File: src/rtl/gocd_pkg.sv
`timescale 1ns / 1ps
// ----------------------------------------------------------------------------
// gocd_pkg: shared definitions for the grid obstacle cross dilation block
// Sizes, register map, command codes and line buffer types.
// ----------------------------------------------------------------------------
package gocd_pkg;

	// grid geometry
	localparam int MAX_COLS  = 256;
	localparam int COL_W     = $clog2(MAX_COLS);   // column index
	localparam int CNT_W     = COL_W + 1;          // holds MAX_COLS itself
	localparam int ROW_W     = 16;
	localparam int OUT_COL_W = 8;

	// configuration registers
	localparam int ROWS_CFG_W = 16;
	localparam int COLS_CFG_W = 9;
	localparam logic [ROWS_CFG_W-1:0] ROWS_RST = ROWS_CFG_W'(150);
	localparam logic [COLS_CFG_W-1:0] COLS_RST = COLS_CFG_W'(150);

	// APB port
	localparam int APB_AW = 3;
	localparam int APB_DW = 32;

	typedef enum logic {
		REG_ROWS = 1'b0,
		REG_COLS = 1'b1
	} reg_idx_t;

	// input command codes
	typedef enum logic {
		CMD_CELL  = 1'b0,
		CMD_DRAIN = 1'b1
	} cmd_t;

	// one line buffer entry: the column's value in the last two input rows
	typedef struct packed {
		logic prior;
		logic older;
	} lb_word_t;

	// line buffer write port
	typedef struct packed {
		logic             en;
		logic [COL_W-1:0] addr;
		lb_word_t         data;
	} lb_wr_t;

endpackage

File: src/rtl/gocd_linebuf.sv
`timescale 1ns / 1ps
// ----------------------------------------------------------------------------
// gocd_linebuf: two-row line buffer memory
// One entry per column holding the last two input rows. Two synchronous read
// ports, one write port, with forwarding of a write that lands on the same
// edge as a read of the same entry.
// ----------------------------------------------------------------------------
module gocd_linebuf (
	input  logic                      clk,
	input  logic                      rd_en,
	input  logic [gocd_pkg::COL_W-1:0] rd_addr_a,
	input  logic [gocd_pkg::COL_W-1:0] rd_addr_b,
	input  gocd_pkg::lb_wr_t          wr,
	output gocd_pkg::lb_word_t        rd_a,
	output gocd_pkg::lb_word_t        rd_b
);

	gocd_pkg::lb_word_t mem [gocd_pkg::MAX_COLS];

	gocd_pkg::lb_word_t rdata_a_q;
	gocd_pkg::lb_word_t rdata_b_q;
	gocd_pkg::lb_word_t fwd_data_q;
	logic               fwd_a_q;
	logic               fwd_b_q;

	// write, read, and note a collision with the write of the same edge
	always_ff @(posedge clk) begin
		if (wr.en) begin
			mem[wr.addr] <= wr.data;
		end
		if (rd_en) begin
			rdata_a_q  <= mem[rd_addr_a];
			rdata_b_q  <= mem[rd_addr_b];
			fwd_a_q    <= wr.en && (wr.addr == rd_addr_a);
			fwd_b_q    <= wr.en && (wr.addr == rd_addr_b);
			fwd_data_q <= wr.data;
		end
	end

	assign rd_a = fwd_a_q ? fwd_data_q : rdata_a_q;
	assign rd_b = fwd_b_q ? fwd_data_q : rdata_b_q;

endmodule

File: src/rtl/grid_obstacle_cross_dilation.sv
`timescale 1ns / 1ps
// ----------------------------------------------------------------------------
// grid_obstacle_cross_dilation: grows obstacles of a raster grid by one cell
// Cross-shaped 3x3 dilation of a binary occupancy grid streamed in raster
// order, using a two-row line buffer memory.
// ----------------------------------------------------------------------------
// Usage:
//   Input channel (in_valid/in_stall): one beat per cell, cmd selects a grid
//   cell (blocked_in) or a drain tick. Output channel (out_valid/out_stall):
//   one beat per dilated cell with its row, column and a frame_last flag.
//   Cells of row r emit row r-1, so row 0 emits nothing; after the last row,
//   drain ticks emit that row one cell per tick. A drain with no pending row
//   is dropped. grid_rows/grid_cols are set over the APB port while idle.
// Throughput:
//   One beat per clock on both sides while the output is not stalled. A result
//   passes through the memory read, then the output register. The rate is set by
//   the line buffer: two reads and one write per cycle.
// Reset:
//   Counters clear, the output is empty, registers take 150 x 150. Line
//   buffer contents are not cleared; row 0 of each frame fills them.
// Stall:
//   While out_stall holds a result, one more item with a result is taken into
//   the memory stage (items with none pass); then in_stall follows out_stall.
// ----------------------------------------------------------------------------
module grid_obstacle_cross_dilation (
	input  logic                          clk,
	input  logic                          arst_n,
	// configuration
	input  logic                          psel,
	input  logic                          penable,
	input  logic                          pwrite,
	input  logic [gocd_pkg::APB_AW-1:0]    paddr,
	input  logic [gocd_pkg::APB_DW-1:0]    pwdata,
	output logic [gocd_pkg::APB_DW-1:0]    prdata,
	output logic                          pready,
	// input cells
	input  logic                          in_valid,
	output logic                          in_stall,
	input  logic                          cmd,
	input  logic                          blocked_in,
	// output cells
	output logic                          out_valid,
	input  logic                          out_stall,
	output logic                          blocked_out,
	output logic [gocd_pkg::ROW_W-1:0]     out_row,
	output logic [gocd_pkg::OUT_COL_W-1:0] out_col,
	output logic                          frame_last
);

	localparam int ROW_W = gocd_pkg::ROW_W;
	localparam int COL_W = gocd_pkg::COL_W;
	localparam int CNT_W = gocd_pkg::CNT_W;

	// ------------------------------------------------------------------
	// Configuration registers
	// ------------------------------------------------------------------
	logic [gocd_pkg::ROWS_CFG_W-1:0] rows_q;
	logic [gocd_pkg::COLS_CFG_W-1:0] cols_q;
	logic                            cfg_wr;

	assign pready = 1'b1;
	assign cfg_wr = psel && penable && pwrite;

	always_ff @(posedge clk or negedge arst_n) begin
		if (!arst_n) begin
			rows_q <= gocd_pkg::ROWS_RST;
			cols_q <= gocd_pkg::COLS_RST;
		end else if (cfg_wr) begin
			unique case (gocd_pkg::reg_idx_t'(paddr[2])) 
				gocd_pkg::REG_ROWS: rows_q <= pwdata[gocd_pkg::ROWS_CFG_W-1:0];
				gocd_pkg::REG_COLS: cols_q <= pwdata[gocd_pkg::COLS_CFG_W-1:0];
				default: ;
			endcase
		end
	end

	// register readback
	always_comb begin
		unique case (gocd_pkg::reg_idx_t'(paddr[2]))
			gocd_pkg::REG_ROWS: prdata = gocd_pkg::APB_DW'(rows_q);
			gocd_pkg::REG_COLS: prdata = gocd_pkg::APB_DW'(cols_q);
			default:            prdata = '0;
		endcase
	end

	// effective grid size: zero acts as one, columns clip to the buffer depth
	logic [ROW_W-1:0] nr_eff;
	logic [CNT_W-1:0] nc_eff;

	assign nr_eff = (rows_q == '0) ? ROW_W'(1) : rows_q;

	always_comb begin
		if (cols_q == '0) begin
			nc_eff = CNT_W'(1);
		end else if (32'(cols_q) > gocd_pkg::MAX_COLS) begin
			nc_eff = CNT_W'(gocd_pkg::MAX_COLS);
		end else begin
			nc_eff = CNT_W'(cols_q);
		end
	end

	// ------------------------------------------------------------------
	// Input stage: raster counters and line buffer read
	// ------------------------------------------------------------------
	logic [ROW_W-1:0] in_row_q;
	logic [COL_W-1:0] in_col_q;
	logic [COL_W-1:0] drain_col_q;

	logic             accept;
	logic             pending;
	logic             is_drain;
	logic [ROW_W-1:0] cell_row;
	logic [COL_W-1:0] cell_col;
	logic [COL_W-1:0] cur_col;
	logic [CNT_W-1:0] col_inc;
	logic             row_end;
	logic             has_res;
	logic [ROW_W-1:0] orow;

	assign accept   = in_valid && !in_stall;
	assign pending  = in_row_q >= nr_eff;
	assign is_drain = (gocd_pkg::cmd_t'(cmd) == gocd_pkg::CMD_DRAIN);

	// a cell arriving with a drain pending opens a new frame
	assign cell_row = pending ? '0 : in_row_q;
	assign cell_col = pending ? '0 : in_col_q;
	assign cur_col  = is_drain ? drain_col_q : cell_col;
	assign col_inc  = CNT_W'(cur_col) + CNT_W'(1);
	assign row_end  = col_inc >= nc_eff;
	assign has_res  = is_drain ? pending : (cell_row != '0);
	assign orow     = is_drain ? (nr_eff - ROW_W'(1)) : (cell_row - ROW_W'(1));

	// counter update
	always_ff @(posedge clk or negedge arst_n) begin
		if (!arst_n) begin
			in_row_q    <= '0;
			in_col_q    <= '0;
			drain_col_q <= '0;
		end else if (accept) begin
			if (is_drain) begin
				if (pending) begin
					if (row_end) begin
						in_row_q    <= '0;
						in_col_q    <= '0;
						drain_col_q <= '0;
					end else begin
						drain_col_q <= col_inc[COL_W-1:0];
					end
				end
			end else begin
				drain_col_q <= pending ? '0 : drain_col_q;
				if (row_end) begin
					in_row_q    <= cell_row + ROW_W'(1);
					in_col_q    <= '0;
					drain_col_q <= '0;
				end else begin
					in_row_q <= cell_row;
					in_col_q <= col_inc[COL_W-1:0];
				end
			end
		end
	end

	// ------------------------------------------------------------------
	// Memory stage
	// ------------------------------------------------------------------
	logic             valid_s1;
	logic             res_s1;
	logic             wr_s1;
	logic [COL_W-1:0] col_s1;
	logic [ROW_W-1:0] orow_s1;
	logic             below_s1;
	logic             last_s1;

	logic             out_valid_q;
	logic             go_s1;
	logic             leave_s1;

	assign go_s1    = !(res_s1 && out_valid_q && out_stall);
	assign leave_s1 = valid_s1 && go_s1;
	assign in_stall = valid_s1 && !go_s1;

	always_ff @(posedge clk or negedge arst_n) begin
		if (!arst_n) begin
			valid_s1 <= 1'b0;
		end else if (accept) begin
			valid_s1 <= 1'b1;
		end else if (go_s1) begin
			valid_s1 <= 1'b0;
		end
	end

	always_ff @(posedge clk) begin
		if (accept) begin
			res_s1   <= has_res;
			wr_s1    <= !is_drain;
			col_s1   <= cur_col;
			orow_s1  <= orow;
			below_s1 <= !is_drain && blocked_in;
			last_s1  <= is_drain && row_end;
		end
	end

	gocd_pkg::lb_wr_t   lb_wr;
	gocd_pkg::lb_word_t rd_a;
	gocd_pkg::lb_word_t rd_b;

	gocd_linebuf u_linebuf (
		.clk       (clk),
		.rd_en     (accept),
		.rd_addr_a (cur_col),
		.rd_addr_b (col_inc[COL_W-1:0]),
		.wr        (lb_wr),
		.rd_a      (rd_a),
		.rd_b      (rd_b)
	);

	// write back this column: new row on top, previous row below it
	always_comb begin
		lb_wr.en         = leave_s1 && wr_s1;
		lb_wr.addr       = col_s1;
		lb_wr.data.prior = below_s1;
		lb_wr.data.older = rd_a.prior;
	end

	// left neighbor: prior-row value read for the previous column
	logic prev_prior_q;

	always_ff @(posedge clk) begin
		if (leave_s1 && (wr_s1 || res_s1)) begin
			prev_prior_q <= rd_a.prior;
		end
	end

	// neighbor qualification: a neighbor marks only from the interior
	logic             col_in;
	logic             row_in;
	logic             up_ok;
	logic             down_ok;
	logic             left_ok;
	logic             right_ok;
	logic [ROW_W:0]   orow_x;
	logic [ROW_W:0]   nr_x;
	logic [CNT_W-1:0] col_x;
	logic             blk;

	assign orow_x   = (ROW_W+1)'(orow_s1);
	assign nr_x     = (ROW_W+1)'(nr_eff);
	assign col_x    = CNT_W'(col_s1);

	assign col_in   = (col_s1 != '0) && ((col_x + CNT_W'(1)) < nc_eff);
	assign row_in   = (orow_s1 != '0) && ((orow_x + (ROW_W+1)'(1)) < nr_x);
	assign up_ok    = (orow_s1 >= ROW_W'(2)) && (orow_s1 < nr_eff) && col_in;
	assign down_ok  = ((orow_x + (ROW_W+1)'(2)) < nr_x) && col_in;
	assign left_ok  = row_in && (col_s1 >= COL_W'(2)) && (col_x < nc_eff);
	assign right_ok = row_in && ((col_x + CNT_W'(2)) < nc_eff);

	assign blk = rd_a.prior
		| (up_ok    && rd_a.older)
		| (down_ok  && below_s1)
		| (left_ok  && prev_prior_q)
		| (right_ok && rd_b.prior);

	// ------------------------------------------------------------------
	// Output register
	// ------------------------------------------------------------------
	logic                    blocked_q;
	logic [ROW_W-1:0]        out_row_q;
	logic [gocd_pkg::OUT_COL_W-1:0] out_col_q;
	logic                    frame_last_q;

	always_ff @(posedge clk or negedge arst_n) begin
		if (!arst_n) begin
			out_valid_q <= 1'b0;
		end else if (leave_s1 && res_s1) begin
			out_valid_q <= 1'b1;
		end else if (!out_stall) begin
			out_valid_q <= 1'b0;
		end
	end

	always_ff @(posedge clk) begin
		if (leave_s1 && res_s1) begin
			blocked_q    <= blk;
			out_row_q    <= orow_s1;
			out_col_q    <= col_s1[gocd_pkg::OUT_COL_W-1:0];
			frame_last_q <= last_s1;
		end
	end

	assign out_valid   = out_valid_q;
	assign blocked_out = blocked_q;
	assign out_row     = out_row_q;
	assign out_col     = out_col_q;
	assign frame_last  = frame_last_q;

endmodule

File: config.mk
export PLATFORM = sky130hd
export DESIGN_NAME = grid_obstacle_cross_dilation
export DESIGN_NICKNAME = d
export VERILOG_FILES = /design/src/rtl/gocd_pkg.sv /design/src/rtl/gocd_linebuf.sv /design/src/rtl/grid_obstacle_cross_dilation.sv
export SDC_FILE = /design/constraint.sdc
export NUM_CORES = 1
export LEC_CHECK = 0
export ABC_CLOCK_PERIOD_IN_PS = 19500
export BUFFER_PORTS_ARGS = -buffer_cell sky130_fd_sc_hd__buf_2
export CAP_MARGIN = 10
export CORE_AREA = 2 2 266 268
export CTS_CLUSTER_DIAMETER = 30
export DETAILED_ROUTE_END_ITERATION = 16
export DIE_AREA = 0 0 268 270
export SLEW_MARGIN = 20
export SYNTH_ARGS = -nofsm -noshare
export SYNTH_HDL_FRONTEND = slang
export SYNTH_SLANG_ARGS = --single-unit
File: constraint.sdc
create_clock -name clk -period 19.5 [get_ports clk]
set_input_delay 1.95 -clock clk [delete_from_list [all_inputs] [get_ports clk]]
set_output_delay 1.95 -clock clk [all_outputs]
set_load 0.005 [all_outputs]
==> metrics.txt <==
status complete, no violations; RSZ-0062 raised after global routing false; r2r endpoint in_row_q[14]$_DFFE_PN0P_; total number of vias 24300; fin nets between 3000 and 4000; HPWL Detailed 57500 um; Crit path depth 22; fin crit share approximately two fifths; commonest cells after routing, fill and taps aside nand2_1 (597), edfxtp_1 (574), nor2_1 (315); Clock Skews around 0.023 ns; cts bufs inserted around 140; slowest stage delay, CP just over 0.7 ns; Reg2Reg Launch Point rows_q[1]$_DFFE_PN1P_; CP Data Required Time 20.06 ns; cell depth of the worst flop-to-flop path 25; synth top area cells edfxtp_1 (53%), nand2_1 (6.9%), mux4_2 (5.0%); number of synthesized flops with an enable pin 574; max cap viols 0; post-place setup slack 10.87 ns; Arrival @ worst endpoint 8.64 ns; synth warn 0; Gate Count Post-Synth 2889; Setup crit start kind primary input; Synth cell types 75; FF+latch count, synth 633; CTS tree built; area leader, netlist edfxtp_1; final instance area 38000 um^2; CTS Sinks between 600 and 700; Post-CTS Setup Inserts 0; critical path's slowest cell nor4_1; Pins Over Slew Limit 0; Leak 0.0137 uW; worst hold path type flip-flop to flip-flop; Pre-antenna DRT Iters 5; Area Growth Syn to Fin 17.3%; Die Area 72400 um^2; IO Count between 100 and 150; number of global-route vias before repair 24300; cell mode on critical path buf_4; Die H 270 um; placed cell area 33400 um^2; DR WL/cell 24.8 um; clk buf depth 3; first-pass GRT wire length between 100000 and 150000 um; Remaining Overflow, GRT 0; Least-Margin Pin Slew 1.09 ns; flop-to-flop setup slack around 12 ns; Crit path max-delay family buffers and inverters; total negative setup slack 0 ns; Rows 97; Crit. End Element flip-flop; critical-path maximum fanout 67; Setup Crit Path Kind primary input to flip-flop; Starting Density ~47%; die width 268 um; number of fill cells 5878; vias per cell slightly above 6; GPL Wtd Cong 0.880; hold slack 0.420 ns; clk root buf clkbuf_16; Post-Place Cells 3722; CP cell instances buf_2, buf_4, inv_1, o2111ai_4, buf_4, and2_4, clkinv_8, ha_4, inv_1, a221oi_1, xnor2_2, buf_4, clkinv_1, ha_1, a21o_1, a21oi_1, o21a_1, nor4_1, nand3_1, nor3_1, nand2b_1, a31oi_1; htree depth 4; CTS Hold Bufs 0; worst ir drop on vdd about 0.00011 V; area of the multi-input gates 12700 um^2; FFs w/ async S/R, synth 9.32%; Max Freq between 100 and 150 MHz; setup violators final 0; post-layout min period 8.08 ns; pin count of the biggest net entering global routing approximately 260; clock latency on the worst-skew pair 0.71 ns; final hold vios 0; non-filler instance count after layout between 3000 and 4000; top cell type's share of synthesized area roughly 53%; cts repair resizes 0; Mapped Area approximately 32000 um^2; Clock transition at path regs 0.04 ns; All-Layer GR Usage 27.3%; Post-synth top flop edfxtp_1; final wirelength 98900 um; commonest non-fill, non-tap cell in the layout nand2_1; synthesized area per cell 11.2 um^2; Routed Antenna Nets 0; drt drc 0; worst relative slew slack between 20% and 30%; Pwr per Cell Area 139 nW/um^2; Final Worst Setup Slack 11.42 ns; initial antenna violation count 1; Setup crit end in_row_q[14]$_DFFE_PN0P_; Storage cell area roughly 19000 um^2; sequential fraction of the synthesis area a little under 60%; IO Port Bufs 69; drt initial violations 2637; CP Buf/Inv Count 8; share of cells above drive strength 1 ~15%; Worst Setup SP cmd; Core Area 69500 um^2
[state kept, by name, summed over array words and instances (netlist names), 9 cells and up]
| register | cells |
|---|---|
| in_row_q | 16 |
| u_linebuf.mem | 512 |
| out_row | 16 |
| orow_s1 | 16 |
| cols_q | 9 |
| rows_q | 16 |
[Yosys cell counts, types with 10 or more instances]
cell / n
nand2_1: 597
edfxtp_1: 574
nor2_1: 315
nand3_1: 171
clkbuf_1: 144
a311oi_1: 107
ha_1: 106
and3_1: 89
o21ai_0: 83
mux4_2: 72
dfrtp_1: 51
inv_1: 46
a21oi_1: 45
xnor2_1: 44
nor3_1: 33
a211oi_1: 30
a31oi_1: 30
buf_2: 29
mux2_2: 29
buf_4: 27
nand4_1: 27
xor2_1: 25
nor2b_1: 17
nor4_1: 17
a21o_1: 14
buf_1: 12
o21a_1: 12
nand2b_1: 11
o31ai_1: 10
[worst min path at each step]
stage          cells past startpoint                   end  slack, ns               from
2_1_floorplan                      0  frame_last$_DFFE_PP_       0.40  last_s1$_DFFE_PP_
3_3_place_gp                       0  frame_last$_DFFE_PP_       0.42  last_s1$_DFFE_PP_
3_5_place_dp                       0  frame_last$_DFFE_PP_       0.42  last_s1$_DFFE_PP_
4_1_cts                            0  frame_last$_DFFE_PP_       0.43  last_s1$_DFFE_PP_
5_1_grt                            0  frame_last$_DFFE_PP_       0.43  last_s1$_DFFE_PP_
6_report                           0  frame_last$_DFFE_PP_       0.42  last_s1$_DFFE_PP_
[power by group]
part / internal [uW] / switching [uW]
registers: 1590 / 65.8
clock network: 1530 / 752
logic: 481 / 871
total: 3610 / 1690
[through the flow]
step,power (uW),utilization (%)
2_1_floorplan,2610,-
3_3_place_gp,2990,48.0
3_5_place_dp,3010,48.0
4_1_cts,5300,54.6
5_1_grt,5510,54.7
6_report,5290,54.7
[cell families after synthesis]
group / count (synthesis) / share of synthesized area, %
and+or+nand+nor: 1300 / 17.3
DFF: 633 / 57.7
buffers and inverters: 273 / 3.86
other: 2 / 0.0232
muxes: 108 / 6.22
adders and majority gates: 106 / 4.09
xor gates and xnor gates: 71 / 1.96
AOI/OAI and AO/OA: 396 / 8.81
[per-layer routing]
| metal | routed length, um | share of wire [%] | vias up | global-route usage (%) |
|---|---|---|---|---|
| li1 | - | - | 10800 | - |
| met1 | 39500 | 40 | 12000 | 35.8 |
| met2 | 47000 | 47 | 1256 | 43.8 |
| met3 | 8520 | 8.6 | 253 | 5.74 |
| met4 | 3930 | 4.0 | 2 | 12.0 |
| met5 | 8 | 0.0081 | - | 0 |
[cell type report]
type / count / share of cell area [%]
clock buffer: 177 / 9.77
tap: 940 / 3.09
clock inverter: 83 / 2.37
timing repair buffer: 101 / 1.71
multi-input combinational: 1998 / 33.3
sequential: 633 / 49.2
inverter: 52 / 0.553
antenna: 1 / 0.00658
No activity file was read; power rests on OpenSTA's default activity.
